### src/hdl/csm_pkg.sv
// Package for the collinear stitch merger: register indexes, register reset
// values and the status bundle of the shared distance unit. No dependencies.
`default_nettype none

package csm_pkg;

  // Configuration register map
  localparam int unsigned CFG_IDX_W   = 2;
  localparam int unsigned CFG_DATA_W  = 16;
  localparam logic [CFG_IDX_W-1:0] CFG_MAX_ERROR   = 2'd0;
  localparam logic [CFG_IDX_W-1:0] CFG_MAX_LENGTH  = 2'd1;
  localparam logic [CFG_IDX_W-1:0] CFG_NORMAL_CODE = 2'd2;

  // Register reset values (0.1 mm and 3.6 mm in 0.01 mm units)
  localparam logic [15:0] MAX_ERROR_RST   = 16'd10;
  localparam logic [15:0] MAX_LENGTH_RST  = 16'd360;
  localparam logic [7:0]  NORMAL_CODE_RST = 8'd0;

  localparam int unsigned KIND_W = 8;

  // Status of the distance unit as seen by the sequencer
  typedef struct packed {
    logic busy;
    logic done;
  } root_stat_t;

endpackage

`default_nettype wire

### src/hdl/csm_dist.sv
// Shared distance unit: truncated sqrt(dx*dx + dy*dy) between two points.
// One multiplier used twice, then a digit-by-digit square root, one bit a cycle.
// Depends on csm_pkg.
`default_nettype none

module csm_dist #(
  parameter int unsigned COORD_BITS = 16
) (
  input  wire logic                          clk_i,
  input  wire logic                          rst_ni,
  input  wire logic                          start_i,
  input  wire logic signed [COORD_BITS-1:0]  ax_i,
  input  wire logic signed [COORD_BITS-1:0]  ay_i,
  input  wire logic signed [COORD_BITS-1:0]  bx_i,
  input  wire logic signed [COORD_BITS-1:0]  by_i,
  output csm_pkg::root_stat_t                stat_o,
  output logic [COORD_BITS:0]                root_o
);

  localparam int unsigned RT_W  = COORD_BITS + 1;
  localparam int unsigned SQ_W  = 2 * COORD_BITS;
  localparam int unsigned RAD_W = 2 * RT_W;
  localparam int unsigned REM_W = RT_W + 2;
  localparam int unsigned CNT_W = $clog2(RT_W);

  typedef enum logic [1:0] {U_IDLE, U_SQX, U_SQY, U_ROOT} ustate_e;

  ustate_e                 state_q;
  logic [COORD_BITS-1:0]   dx_q, dy_q;
  logic [SQ_W-1:0]         acc_q;
  logic [RAD_W-1:0]        rad_q;
  logic [REM_W-1:0]        rem_q;
  logic [RT_W-1:0]         root_q;
  logic [CNT_W-1:0]        cnt_q;
  logic                    done_q;

  logic signed [COORD_BITS:0] sdx, sdy;
  logic [COORD_BITS:0]        mdx, mdy;
  logic [COORD_BITS-1:0]      mul_a;
  logic [SQ_W-1:0]            prod;
  logic [SQ_W:0]              sq_sum;
  logic [REM_W-1:0]           rem_sh, trial;
  logic                       take;

  // Absolute coordinate differences
  always_comb begin
    sdx = $signed({ax_i[COORD_BITS-1], ax_i}) - $signed({bx_i[COORD_BITS-1], bx_i});
    sdy = $signed({ay_i[COORD_BITS-1], ay_i}) - $signed({by_i[COORD_BITS-1], by_i});
    mdx = sdx[COORD_BITS] ? (~sdx + 1'b1) : sdx;
    mdy = sdy[COORD_BITS] ? (~sdy + 1'b1) : sdy;
  end

  // Shared squarer
  assign mul_a  = (state_q == U_SQX) ? dx_q : dy_q;
  assign prod   = mul_a * mul_a;
  assign sq_sum = {1'b0, acc_q} + {1'b0, prod};

  // One root digit: bring down two radicand bits, try (4*root + 1)
  assign rem_sh = {rem_q[RT_W-1:0], rad_q[RAD_W-1 -: 2]};
  assign trial  = {root_q, 2'b01};
  assign take   = (rem_sh >= trial);

  always_ff @(posedge clk_i or negedge rst_ni) begin
    if (!rst_ni) begin
      state_q <= U_IDLE;
      dx_q    <= '0;
      dy_q    <= '0;
      acc_q   <= '0;
      rad_q   <= '0;
      rem_q   <= '0;
      root_q  <= '0;
      cnt_q   <= '0;
      done_q  <= 1'b0;
    end else begin
      // flag the cycle after the last root digit
      done_q <= (state_q == U_ROOT) && (cnt_q == '0);
      case (state_q)
        U_IDLE: begin
          if (start_i) begin
            dx_q    <= mdx[COORD_BITS-1:0];
            dy_q    <= mdy[COORD_BITS-1:0];
            state_q <= U_SQX;
          end
        end
        U_SQX: begin
          acc_q   <= prod;
          state_q <= U_SQY;
        end
        U_SQY: begin
          rad_q   <= {1'b0, sq_sum};
          rem_q   <= '0;
          root_q  <= '0;
          cnt_q   <= CNT_W'(RT_W - 1);
          state_q <= U_ROOT;
        end
        U_ROOT: begin
          rad_q  <= rad_q << 2;
          rem_q  <= take ? (rem_sh - trial) : rem_sh;
          root_q <= {root_q[RT_W-2:0], take};
          cnt_q  <= cnt_q - 1'b1;
          if (cnt_q == '0) begin
            state_q <= U_IDLE;
          end
        end
        default: state_q <= U_IDLE;
      endcase
    end
  end

  assign stat_o.busy = (state_q != U_IDLE);
  assign stat_o.done = done_q;
  assign root_o      = root_q;

endmodule

`default_nettype wire

### src/hdl/collinear_stitch_merger.sv
// Collinear stitch merger: drops a held stitch point when it lies close enough
// to the line from the last kept point to the next one. Depends on csm_pkg, csm_dist.
//
// One point is taken at a time; in_stall_o stays high until its work is done.
// A point runs the collinearity test only when the anchor, the pending point
// and it all carry the normal kind code. A point that needs no test either
// only becomes pending, is emitted at once, forces the held point out, or
// forces it out and is then emitted as the final point. A point that runs the
// full test uses the shared distance unit up to three times in turn; each use
// starts the unit, squares dx and dy, forms the root digits and hands back the
// result. The test stops after the first distance when it already exceeds
// max_length, and the held point is then kept. Results leave through a
// one-beat output register; a point that emits waits for as long as the
// previous beat sits stalled there.
`default_nettype none

module collinear_stitch_merger #(
  parameter int unsigned COORD_BITS = 16
) (
  input  wire logic                                clk_i,
  input  wire logic                                rst_ni,
  // configuration writes
  input  wire logic                                cfg_we_i,
  input  wire logic [csm_pkg::CFG_IDX_W-1:0]       cfg_idx_i,
  input  wire logic [csm_pkg::CFG_DATA_W-1:0]      cfg_wdata_i,
  // point input
  input  wire logic                                in_valid_i,
  output logic                                     in_stall_o,
  input  wire logic signed [COORD_BITS-1:0]        point_x_i,
  input  wire logic signed [COORD_BITS-1:0]        point_y_i,
  input  wire logic [csm_pkg::KIND_W-1:0]          stitch_kind_i,
  input  wire logic                                final_point_i,
  // kept point output
  output logic                                     out_valid_o,
  input  wire logic                                out_stall_i,
  output logic signed [COORD_BITS-1:0]             out_x_o,
  output logic signed [COORD_BITS-1:0]             out_y_o,
  output logic [csm_pkg::KIND_W-1:0]               out_kind_o,
  output logic                                     out_last_o
);

  localparam int unsigned RT_W  = COORD_BITS + 1;
  localparam int unsigned SUM_W = (RT_W + 1 > 18) ? RT_W + 1 : 18;
  localparam int unsigned CMP_W = (RT_W > 16) ? RT_W : 16;

  typedef enum logic [2:0] {
    S_IDLE, S_D13, S_D12, S_D23, S_KEEP, S_TAIL, S_LAST
  } state_e;

  typedef enum logic [1:0] {HELD_NONE, HELD_ANCHOR, HELD_BOTH, HELD_SPARE} held_e;

  state_e state_q;
  held_e  held_q;

  logic [15:0]                  max_err_q, max_len_q;
  logic [csm_pkg::KIND_W-1:0]   normal_q;

  logic signed [COORD_BITS-1:0] anc_x_q, anc_y_q, pend_x_q, pend_y_q, new_x_q, new_y_q;
  logic [csm_pkg::KIND_W-1:0]   anc_kind_q, pend_kind_q, new_kind_q;
  logic                         new_fin_q;
  logic [RT_W-1:0]              d13_q, d12_q;
  logic                         start_q;

  logic signed [COORD_BITS-1:0] out_x_q, out_y_q;
  logic [csm_pkg::KIND_W-1:0]   out_kind_q;
  logic                         out_last_q, out_valid_q;

  csm_pkg::root_stat_t          root_stat;
  logic [RT_W-1:0]              root;
  logic signed [COORD_BITS-1:0] ua_x, ua_y, ub_x, ub_y;

  logic in_acc, slot_free, all_normal, too_long, dev_ok;
  logic start_d, out_load;

  assign in_acc    = in_valid_i && !in_stall_o;
  assign slot_free = !out_valid_q || !out_stall_i;
  assign in_stall_o = (state_q != S_IDLE);

  assign all_normal = (anc_kind_q == normal_q) && (pend_kind_q == normal_q)
                      && (stitch_kind_i == normal_q);
  assign too_long   = CMP_W'(root) > CMP_W'(max_len_q);
  assign dev_ok     = (SUM_W'(d12_q) + SUM_W'(root))
                      <= (SUM_W'(d13_q) + SUM_W'({max_err_q, 1'b0}));

  // Kick the distance unit for the next test phase
  assign start_d = ((state_q == S_IDLE) && in_acc && (held_q != HELD_NONE)
                    && (held_q != HELD_ANCHOR) && all_normal)
                   || ((state_q == S_D13) && root_stat.done && !too_long)
                   || ((state_q == S_D12) && root_stat.done);

  // Load a new output beat when a point is emitted into a free slot
  assign out_load = ((state_q == S_KEEP) || (state_q == S_LAST)) && slot_free;

  // Pick the point pair for the distance unit by test phase
  always_comb begin
    ua_x = anc_x_q;  ua_y = anc_y_q;
    ub_x = new_x_q;  ub_y = new_y_q;
    case (state_q)
      S_D12: begin
        ub_x = pend_x_q; ub_y = pend_y_q;
      end
      S_D23: begin
        ua_x = pend_x_q; ua_y = pend_y_q;
      end
      default: ;
    endcase
  end

  csm_dist #(
    .COORD_BITS (COORD_BITS)
  ) u_dist (
    .clk_i   (clk_i),
    .rst_ni  (rst_ni),
    .start_i (start_q),
    .ax_i    (ua_x),
    .ay_i    (ua_y),
    .bx_i    (ub_x),
    .by_i    (ub_y),
    .stat_o  (root_stat),
    .root_o  (root)
  );

  // Configuration registers
  always_ff @(posedge clk_i or negedge rst_ni) begin
    if (!rst_ni) begin
      max_err_q <= csm_pkg::MAX_ERROR_RST;
      max_len_q <= csm_pkg::MAX_LENGTH_RST;
      normal_q  <= csm_pkg::NORMAL_CODE_RST;
    end else if (cfg_we_i) begin
      case (cfg_idx_i)
        csm_pkg::CFG_MAX_ERROR:   max_err_q <= cfg_wdata_i;
        csm_pkg::CFG_MAX_LENGTH:  max_len_q <= cfg_wdata_i;
        csm_pkg::CFG_NORMAL_CODE: normal_q  <= cfg_wdata_i[csm_pkg::KIND_W-1:0];
        default: ;
      endcase
    end
  end

  // Sequencer, held points and output register
  always_ff @(posedge clk_i or negedge rst_ni) begin
    if (!rst_ni) begin
      state_q     <= S_IDLE;
      held_q      <= HELD_NONE;
      anc_x_q     <= '0;
      anc_y_q     <= '0;
      anc_kind_q  <= '0;
      pend_x_q    <= '0;
      pend_y_q    <= '0;
      pend_kind_q <= '0;
      new_x_q     <= '0;
      new_y_q     <= '0;
      new_kind_q  <= '0;
      new_fin_q   <= 1'b0;
      d13_q       <= '0;
      d12_q       <= '0;
      start_q     <= 1'b0;
      out_x_q     <= '0;
      out_y_q     <= '0;
      out_kind_q  <= '0;
      out_last_q  <= 1'b0;
      out_valid_q <= 1'b0;
    end else begin
      start_q <= start_d;
      // hold the output beat while stalled, release it once taken
      out_valid_q <= out_load || (out_valid_q && out_stall_i);

      case (state_q)
        S_IDLE: begin
          if (in_acc) begin
            new_x_q    <= point_x_i;
            new_y_q    <= point_y_i;
            new_kind_q <= stitch_kind_i;
            new_fin_q  <= final_point_i;
            case (held_q)
              HELD_NONE: begin
                // first point: emit, and it becomes the anchor unless it is final
                if (!final_point_i) begin
                  anc_x_q    <= point_x_i;
                  anc_y_q    <= point_y_i;
                  anc_kind_q <= stitch_kind_i;
                  held_q     <= HELD_ANCHOR;
                end
                state_q <= S_LAST;
              end
              HELD_ANCHOR: begin
                if (final_point_i) begin
                  held_q  <= HELD_NONE;
                  state_q <= S_LAST;
                end else begin
                  pend_x_q    <= point_x_i;
                  pend_y_q    <= point_y_i;
                  pend_kind_q <= stitch_kind_i;
                  held_q      <= HELD_BOTH;
                end
              end
              default: begin
                if (all_normal) begin
                  state_q <= S_D13;
                end else begin
                  state_q <= S_KEEP;
                end
              end
            endcase
          end
        end
        S_D13: begin
          if (root_stat.done) begin
            if (too_long) begin
              state_q <= S_KEEP;
            end else begin
              d13_q   <= root;
              state_q <= S_D12;
            end
          end
        end
        S_D12: begin
          if (root_stat.done) begin
            d12_q   <= root;
            state_q <= S_D23;
          end
        end
        S_D23: begin
          if (root_stat.done) begin
            state_q <= dev_ok ? S_TAIL : S_KEEP;
          end
        end
        S_KEEP: begin
          // emit the pending point, it becomes the anchor
          if (slot_free) begin
            out_x_q     <= pend_x_q;
            out_y_q     <= pend_y_q;
            out_kind_q  <= pend_kind_q;
            out_last_q  <= 1'b0;
            anc_x_q     <= pend_x_q;
            anc_y_q     <= pend_y_q;
            anc_kind_q  <= pend_kind_q;
            state_q     <= S_TAIL;
          end
        end
        S_TAIL: begin
          if (new_fin_q) begin
            held_q  <= HELD_NONE;
            state_q <= S_LAST;
          end else begin
            pend_x_q    <= new_x_q;
            pend_y_q    <= new_y_q;
            pend_kind_q <= new_kind_q;
            held_q      <= HELD_BOTH;
            state_q     <= S_IDLE;
          end
        end
        S_LAST: begin
          // emit the new point
          if (slot_free) begin
            out_x_q     <= new_x_q;
            out_y_q     <= new_y_q;
            out_kind_q  <= new_kind_q;
            out_last_q  <= new_fin_q;
            state_q     <= S_IDLE;
          end
        end
        default: state_q <= S_IDLE;
      endcase
    end
  end

  assign out_valid_o = out_valid_q;
  assign out_x_o     = out_x_q;
  assign out_y_o     = out_y_q;
  assign out_kind_o  = out_kind_q;
  assign out_last_o  = out_last_q;

  // A distance result only arrives while a test phase waits for it
  a_done_in_test: assert property (@(posedge clk_i) disable iff (!rst_ni)
    root_stat.done |-> (state_q == S_D13 || state_q == S_D12 || state_q == S_D23))
    else $error("distance result outside a test phase");

  // Never start the distance unit while it is still working
  a_start_idle: assert property (@(posedge clk_i) disable iff (!rst_ni)
    start_q |-> !root_stat.busy)
    else $error("distance unit started while busy");

  // The test only runs with an anchor and a pending point held
  a_test_held: assert property (@(posedge clk_i) disable iff (!rst_ni)
    (state_q == S_D13 || state_q == S_D12 || state_q == S_D23) |-> held_q == HELD_BOTH)
    else $error("collinearity test without a pending point");

  // Emitting a kept point never overwrites a beat still waiting
  a_no_overwrite: assert property (@(posedge clk_i) disable iff (!rst_ni)
    (out_valid_q && out_stall_i && (state_q == S_KEEP || state_q == S_LAST))
    |=> out_valid_q && $stable(out_x_q) && $stable(out_last_q))
    else $error("output beat overwritten");

endmodule

`default_nettype wire

### config.mk
export PLATFORM = sky130hd
export DESIGN_NAME = collinear_stitch_merger
export DESIGN_NICKNAME = d
export VERILOG_FILES = /design/src/hdl/csm_pkg.sv /design/src/hdl/csm_dist.sv /design/src/hdl/collinear_stitch_merger.sv
export SDC_FILE = /design/constraint.sdc
export NUM_CORES = 1
export LEC_CHECK = 0
export BUFFER_PORTS_ARGS = -buffer_cell sky130_fd_sc_hd__buf_2
export CAP_MARGIN = 10
export CORE_MARGIN = 3
export CORE_UTILIZATION = 60
export CTS_CLUSTER_SIZE = 28
export DETAILED_ROUTE_END_ITERATION = 8
export PLACE_DENSITY = 0.78
export SYNTH_ARGS = -nofsm -noshare
export SYNTH_HDL_FRONTEND = slang
export SYNTH_SLANG_ARGS = --single-unit
### constraint.sdc
create_clock -name clk_i -period 14.1 [get_ports clk_i]
set_input_delay 1.41 -clock clk_i [delete_from_list [all_inputs] [get_ports clk_i]]
set_output_delay 1.41 -clock clk_i [all_outputs]
set_load 0.005 [all_outputs]
* Yosys cells after proc, flatten, opt, wreduce, memory -nomap -nowiden
Index checks and enable logic that the tools add are counted.
Widths: inputs -> output; s select.
** Cells by class
- Add/subtract/negate cells :: 9
- Multipliers :: 1
- Magnitude comparators :: 3
- Equality and inequality tests :: 31
- Muxes and demuxes :: 70
- Bitwise operators :: 3
- Reductions and logical operators :: 46
** Operator list (number)
- $mux 16 :: 23
- $pmux 16 s2 :: 6
- $pmux 17 s2 :: 2
- $pmux 34 s2 :: 1
- $mux 8 :: 8
- $pmux 8 s2 :: 3
- $add 17x17->18 :: 2
- $sub 16x16->17 :: 2
- $add 32x32->33 :: 1
- $add 16x1->16 const B :: 2
- $mul 16x16->32 :: 1
- $not 16->16 :: 2
- $mux 3 :: 10
- $eq 8x8->1 :: 3
- $pmux 3 s7 :: 1
- $ge 19x19->1 :: 1
- $le 18x18->1 :: 1
- $gt 17x16->1 :: 1
- $mux 17 :: 1
- $sub 17x17->17 :: 1
- $ne 2x2->1 const B :: 7
- $reduce_and 2->1 :: 7
- $logic_and 1x1->1 :: 13
- $mux 2 :: 6
- other kinds (27) :: 58
** Word-level totals
- Register bits after elaboration :: 383
- Output and inout port bits :: 43
- Word-level logic and storage cells :: 195

* Logic depth before layout (Yosys ltp)
- Word-level depth :: 9
- Mapped depth :: 41
- Depth with buffers taken out :: 39

* Cells and area by module
From an unflattened synthesis, not the netlist that was laid out.
** Unflattened totals
- Cell total of the unflattened synthesis :: 3201
- Area, all modules :: 30748.2 um^2
** By module, submodules not included
- csm_dist :: instances 1, cells an instance 1956, area an instance 17219.0 um^2, sequential area each 3478.3 um^2
- collinear_stitch_merger :: instances 1, cells an instance 1245, area an instance 13529.2 um^2, sequential area each 6088.3 um^2

* Worst setup path before layout
No wires, ideal clock.
- Path kind :: register -> register
- Start point :: register u_dist.state_q[1]
- End point :: register u_dist.rad_q[31]
- Setup time :: 0.083 ns
- Arrival :: 8.961 ns
- Data required time :: 14.017 ns
- Setup slack :: 5.057 ns
- Cell stages (with the launch flop) :: 40
- Path buffers :: 1
- Period minus slack after synthesis :: 9.043 ns
- Cells stage by stage :: dfrtp_1 > inv_1 > ha_1 > clkbuf_1 > mux2i_1 > clkinv_1 > nand2_1 > inv_1 > fa_1 > inv_1 > fa_1 > inv_1 > fa_1 > inv_1 > fa_1 > inv_1 > fa_1 > inv_1 > [... 4 more ...] > nor2_1 > o21a_1 > a31oi_1 > o21ai_0 > o21a_1 > a211oi_1 > xnor2_1 > ha_1 > nand3_1 > nor2_1 > a221oi_1 > a2bb2oi_1 > o21a_1 > o21ai_0 > o41ai_1 > o21ai_0 > xnor2_1 > o21ai_0
** Between the ends
- Longest elaborated chain between the ends :: 5
** RTL lines
- from (decl) :: RTL line csm_dist.sv:28 : ustate_e state_q;
- from (signal assigned) :: RTL line csm_dist.sv:65 : state_q <= U_IDLE;
- from (signal assigned) :: RTL line csm_dist.sv:82 : state_q <= U_SQX;
- from (signal assigned) :: RTL line csm_dist.sv:87 : state_q <= U_SQY;
- $eq 2x1->1 :: RTL line csm_dist.sv:54 : assign mul_a = (state_q == U_SQX) ? dx_q : dy_q;
- $mux 16 :: RTL line csm_dist.sv:54
- $mul 16x16->32 :: RTL line csm_dist.sv:55 : assign prod = mul_a * mul_a;
- named net u_dist.prod[18] :: RTL line csm_dist.sv:40 : logic [SQ_W-1:0] prod;
- $add 32x32->33 :: RTL line csm_dist.sv:56 : assign sq_sum = {1'b0, acc_q} + {1'b0, prod};
- $pmux 34 s2 :: RTL line csm_dist.sv:77 : case (state_q)
- to (signal assigned) :: RTL line csm_dist.sv:90 : rad_q <= {1'b0, sq_sum};
- to (signal assigned) :: RTL line csm_dist.sv:97 : rad_q <= rad_q << 2;
- to (decl) :: RTL line csm_dist.sv:31 : logic [RAD_W-1:0] rad_q;
The timed path passes the listed nets, and every way through them passes these cells.
A chain may end at the register's enable or synchronous reset.

* Worst setup path after layout
Same ends and word-level chain as after synthesis.

==> impl_metrics.env <==
export IMPL_clockBufferDepth=3
export IMPL_clock_latency_ps=590
export IMPL_worst_hold_startpoint="u_dist.rad_q[19]"
export IMPL_clock_skew_ps=66.2
export IMPL_irDropWorstVdd_mv=0.106
export IMPL_critPathLaunch="u_dist.state_q[1]"
export IMPL_fp_dieW_um=230
export IMPL_cts_tree="built"
export IMPL_dp_slack_ps=3630
export IMPL_dp_hpwl_um=51800
export IMPL_hp_class="flop to flop"
export IMPL_gp_congestion=0.927
export IMPL_hold_violations=0
export IMPL_critPathArrivalTime_ps=11000
export IMPL_worst_slew_pin_slew_ps=1120
export IMPL_slowest_stage="mux2i_1"
export IMPL_finalCriticalPeriod_ps=10500
export IMPL_synth_cell_types=83
export IMPL_yosys_most_used_dff="dfrtp_1"
export IMPL_drt_iter0_drc=1548
export IMPL_start_kind="flop"
export IMPL_detail_route_wirelength_um=70700
export IMPL_cts_buffers=42
export IMPL_yosys_warnings=0
export IMPL_crit_buf_inv=10
export IMPL_syn_inst=3182
export IMPL_grt_antenna_before_repair=2
export IMPL_crit_type="flop to flop"
export IMPL_die_y_um=230
export IMPL_syn_to_final_growth_pct=9.08
export IMPL_htreeDepth=2
export IMPL_final_antenna_net_count=0
export IMPL_cap_violations=0
export IMPL_dieArea_um2=52800
export IMPL_r2r_start="u_dist.state_q[1]"
export IMPL_synth_net_count=3670
export IMPL_cp_required_ps=14600
export IMPL_num_rows=81
export IMPL_cellLeakagePower_nw=17.3
export IMPL_post_cts_buffers=0
export IMPL_max_stage_delay_ps=750
export IMPL_start_util=0.610
export IMPL_fmax_mhz=95.2
export IMPL_port_buffer_count=106
export IMPL_critPathMaxFanout=55
export IMPL_setup_violations=0
export IMPL_grt_overflow=0
export IMPL_cts_root_buf="clkbuf_16"
export IMPL_ys_seq_area_frac=0.318
export IMPL_nNetsFinal=3735
export IMPL_hold_buffers=0
export IMPL_report_final_slew_viol_count=0
export IMPL_power_density_nw_per_um2=76.0
export IMPL_ys_ff_latch=382
export IMPL_status="completed"
export IMPL_tns_ps=0
export IMPL_syn_area_um2=30100
export IMPL_rsz0062_at_grt="false"
export IMPL_grt_use_total=0.269
export IMPL_clk_pin_slew_worst_paths_ps=60
export IMPL_cts_resized=0
export IMPL_avgSynthCellArea_um2=9.45
export IMPL_drive_gt1_frac=0.116
export IMPL_async_flop_share=1.00
export IMPL_critPathTopFamily="adder cells"
export IMPL_holdWs_ps=448
export IMPL_vias=23012
export IMPL_crit_path_frequent_cell="inv_1"
export IMPL_drc_errors=0
export IMPL_place_inst=3867
export IMPL_vias_per_cell=5.84
export IMPL_grt_max_degree=161
export IMPL_end_kind="flop"
export IMPL_dr_pass1_iters=5
export IMPL_coreArea_um2=49300
export IMPL_nFillCells=3905
export IMPL_relSlewSlack=0.255
export IMPL_worst_slack_ps=3600
export IMPL_cts_sinks=382
export IMPL_synth_edf_count=0
export IMPL_timing_final_crit_share=0.745
export IMPL_pin_count=107
export IMPL_post_drt_wl_per_cell_um=17.9
export IMPL_instances_no_fill=3943
export IMPL_grt_pass1_vias=23958
export IMPL_power_mw=2.49
export IMPL_grt_pass1_wl_um=118000
==> area by class of cell <==
type,instances,area [um2],share of cell area
Multi-Input combinational cell,2356,18900,0.575
Tap cell,664,831,0.0253
Antenna cell,1,2.50,0.0000763
Clock buffer,50,1130,0.0345
Timing Repair Buffer,133,756,0.0230
Inverter,332,1250,0.0380
Sequential cell,382,9570,0.292
Clock inverter,25,405,0.0124
==> worst register-to-register path, delay by kind of cell (launching register included) <==
family          cells  cell delay [ps]
fa+ha+maj           9             3810
xor+xnor            2              310
flops               1              400
mux                 1              790
simple gates        4              490
buf+inv            10             1620
compound gates     13             3060
==> metal layers <==
metal | global-route usage | wire, um | share of wire
met1 | 0.359 | 31100 | 0.44
met2 | 0.455 | 34300 | 0.48
met3 | 0.0419 | 3410 | 0.048
met4 | 0.0818 | 1960 | 0.028
met5 | 0 | 13 | 0.00018
==> synth_stat cells (48+ instances only) <==
master | instances | area share
nand2_1 | 383 | 0.048
clkbuf_1 | 89 | 0.011
inv_1 | 325 | 0.041
o21ai_0 | 184 | 0.031
xor2_1 | 48 | 0.014
xnor2_1 | 106 | 0.031
a21oi_1 | 192 | 0.032
nor3_1 | 49 | 0.0082
mux2i_1 | 196 | 0.065
nor2_1 | 240 | 0.030
ha_1 | 260 | 0.11
fa_1 | 164 | 0.11
a21o_1 | 54 | 0.013
mux2_2 | 138 | 0.052
dfrtp_1 | 376 | 0.31
==> placed cells by master, fill, tap and decap left out, types with 54 or more instances in the layout <==
cell,netlist,final
dfrtp_1,376,376
buf_2,2,105
mux2i_1,196,196
fa_1,164,164
o21ai_0,184,184
a21oi_1,192,192
nand2_1,383,380
ha_1,260,257
xnor2_1,106,106
mux2_2,138,138
nor2_1,240,238
a21o_1,54,54
inv_1,325,325
==> flip-flops by register name (all words and copies together), names as in the netlist, 17 cells and up <==
| name | count |
|---|---|
| u_dist.acc_q | 31 |
| u_dist.root_o | 17 |
| u_dist.rem_q | 17 |
| d12_q | 17 |
| d13_q | 17 |
| u_dist.rad_q | 34 |
==> per-stage QoR <==
| stage | utilization | area [um2] |
|---|---|---|
| 2_1_floorplan | - | 30100 |
| 3_3_place_gp | 0.635 | 31300 |
| 3_5_place_dp | 0.635 | 31300 |
| 4_1_cts | 0.666 | 32800 |
| 5_1_grt | 0.666 | 32800 |
| 6_report | 0.666 | 32800 |
==> cell families after synthesis <==
kind of cell | after synthesis | synth area share
flip-flops | 382 | 0.318
XOR/XNOR | 155 | 0.0457
AND/OR/NAND/NOR | 828 | 0.119
adder cells (fa/ha/maj) | 424 | 0.217
AO/OA/AOI/OAI | 614 | 0.126
buffers and inverters | 444 | 0.0559
multiplexers | 335 | 0.117
==> report_power, final <==
group | internal [mW] | total [mW] | leakage [nW] | switching, mW
combinational | 0.0550 | 0.130 | 11.3 | 0.0745
clock | 0.744 | 1.22 | 0.746 | 0.479
sequential | 1.12 | 1.14 | 5.24 | 0.0200
total | 1.92 | 2.49 | 17.3 | 0.573
==> final timing paths <==
| path | to | slack (ps) | cells past startpoint |
|---|---|---|---|
| worst max-delay path | u_dist.rad_q[31] | 3600 | 39 |
| worst min-delay path | u_dist.rad_q[21] | 450 | 2 |
| worst max register to register | u_dist.rad_q[31] | 3600 | 39 |
| worst min register to register | u_dist.rad_q[21] | 450 | 2 |
| max in group asynchronous | out_x_o[13] | 11800 | 2 |
| min in group asynchronous | u_dist.rem_q[14] | 800 | 1 |
Power figures use the tool's default switching activity.
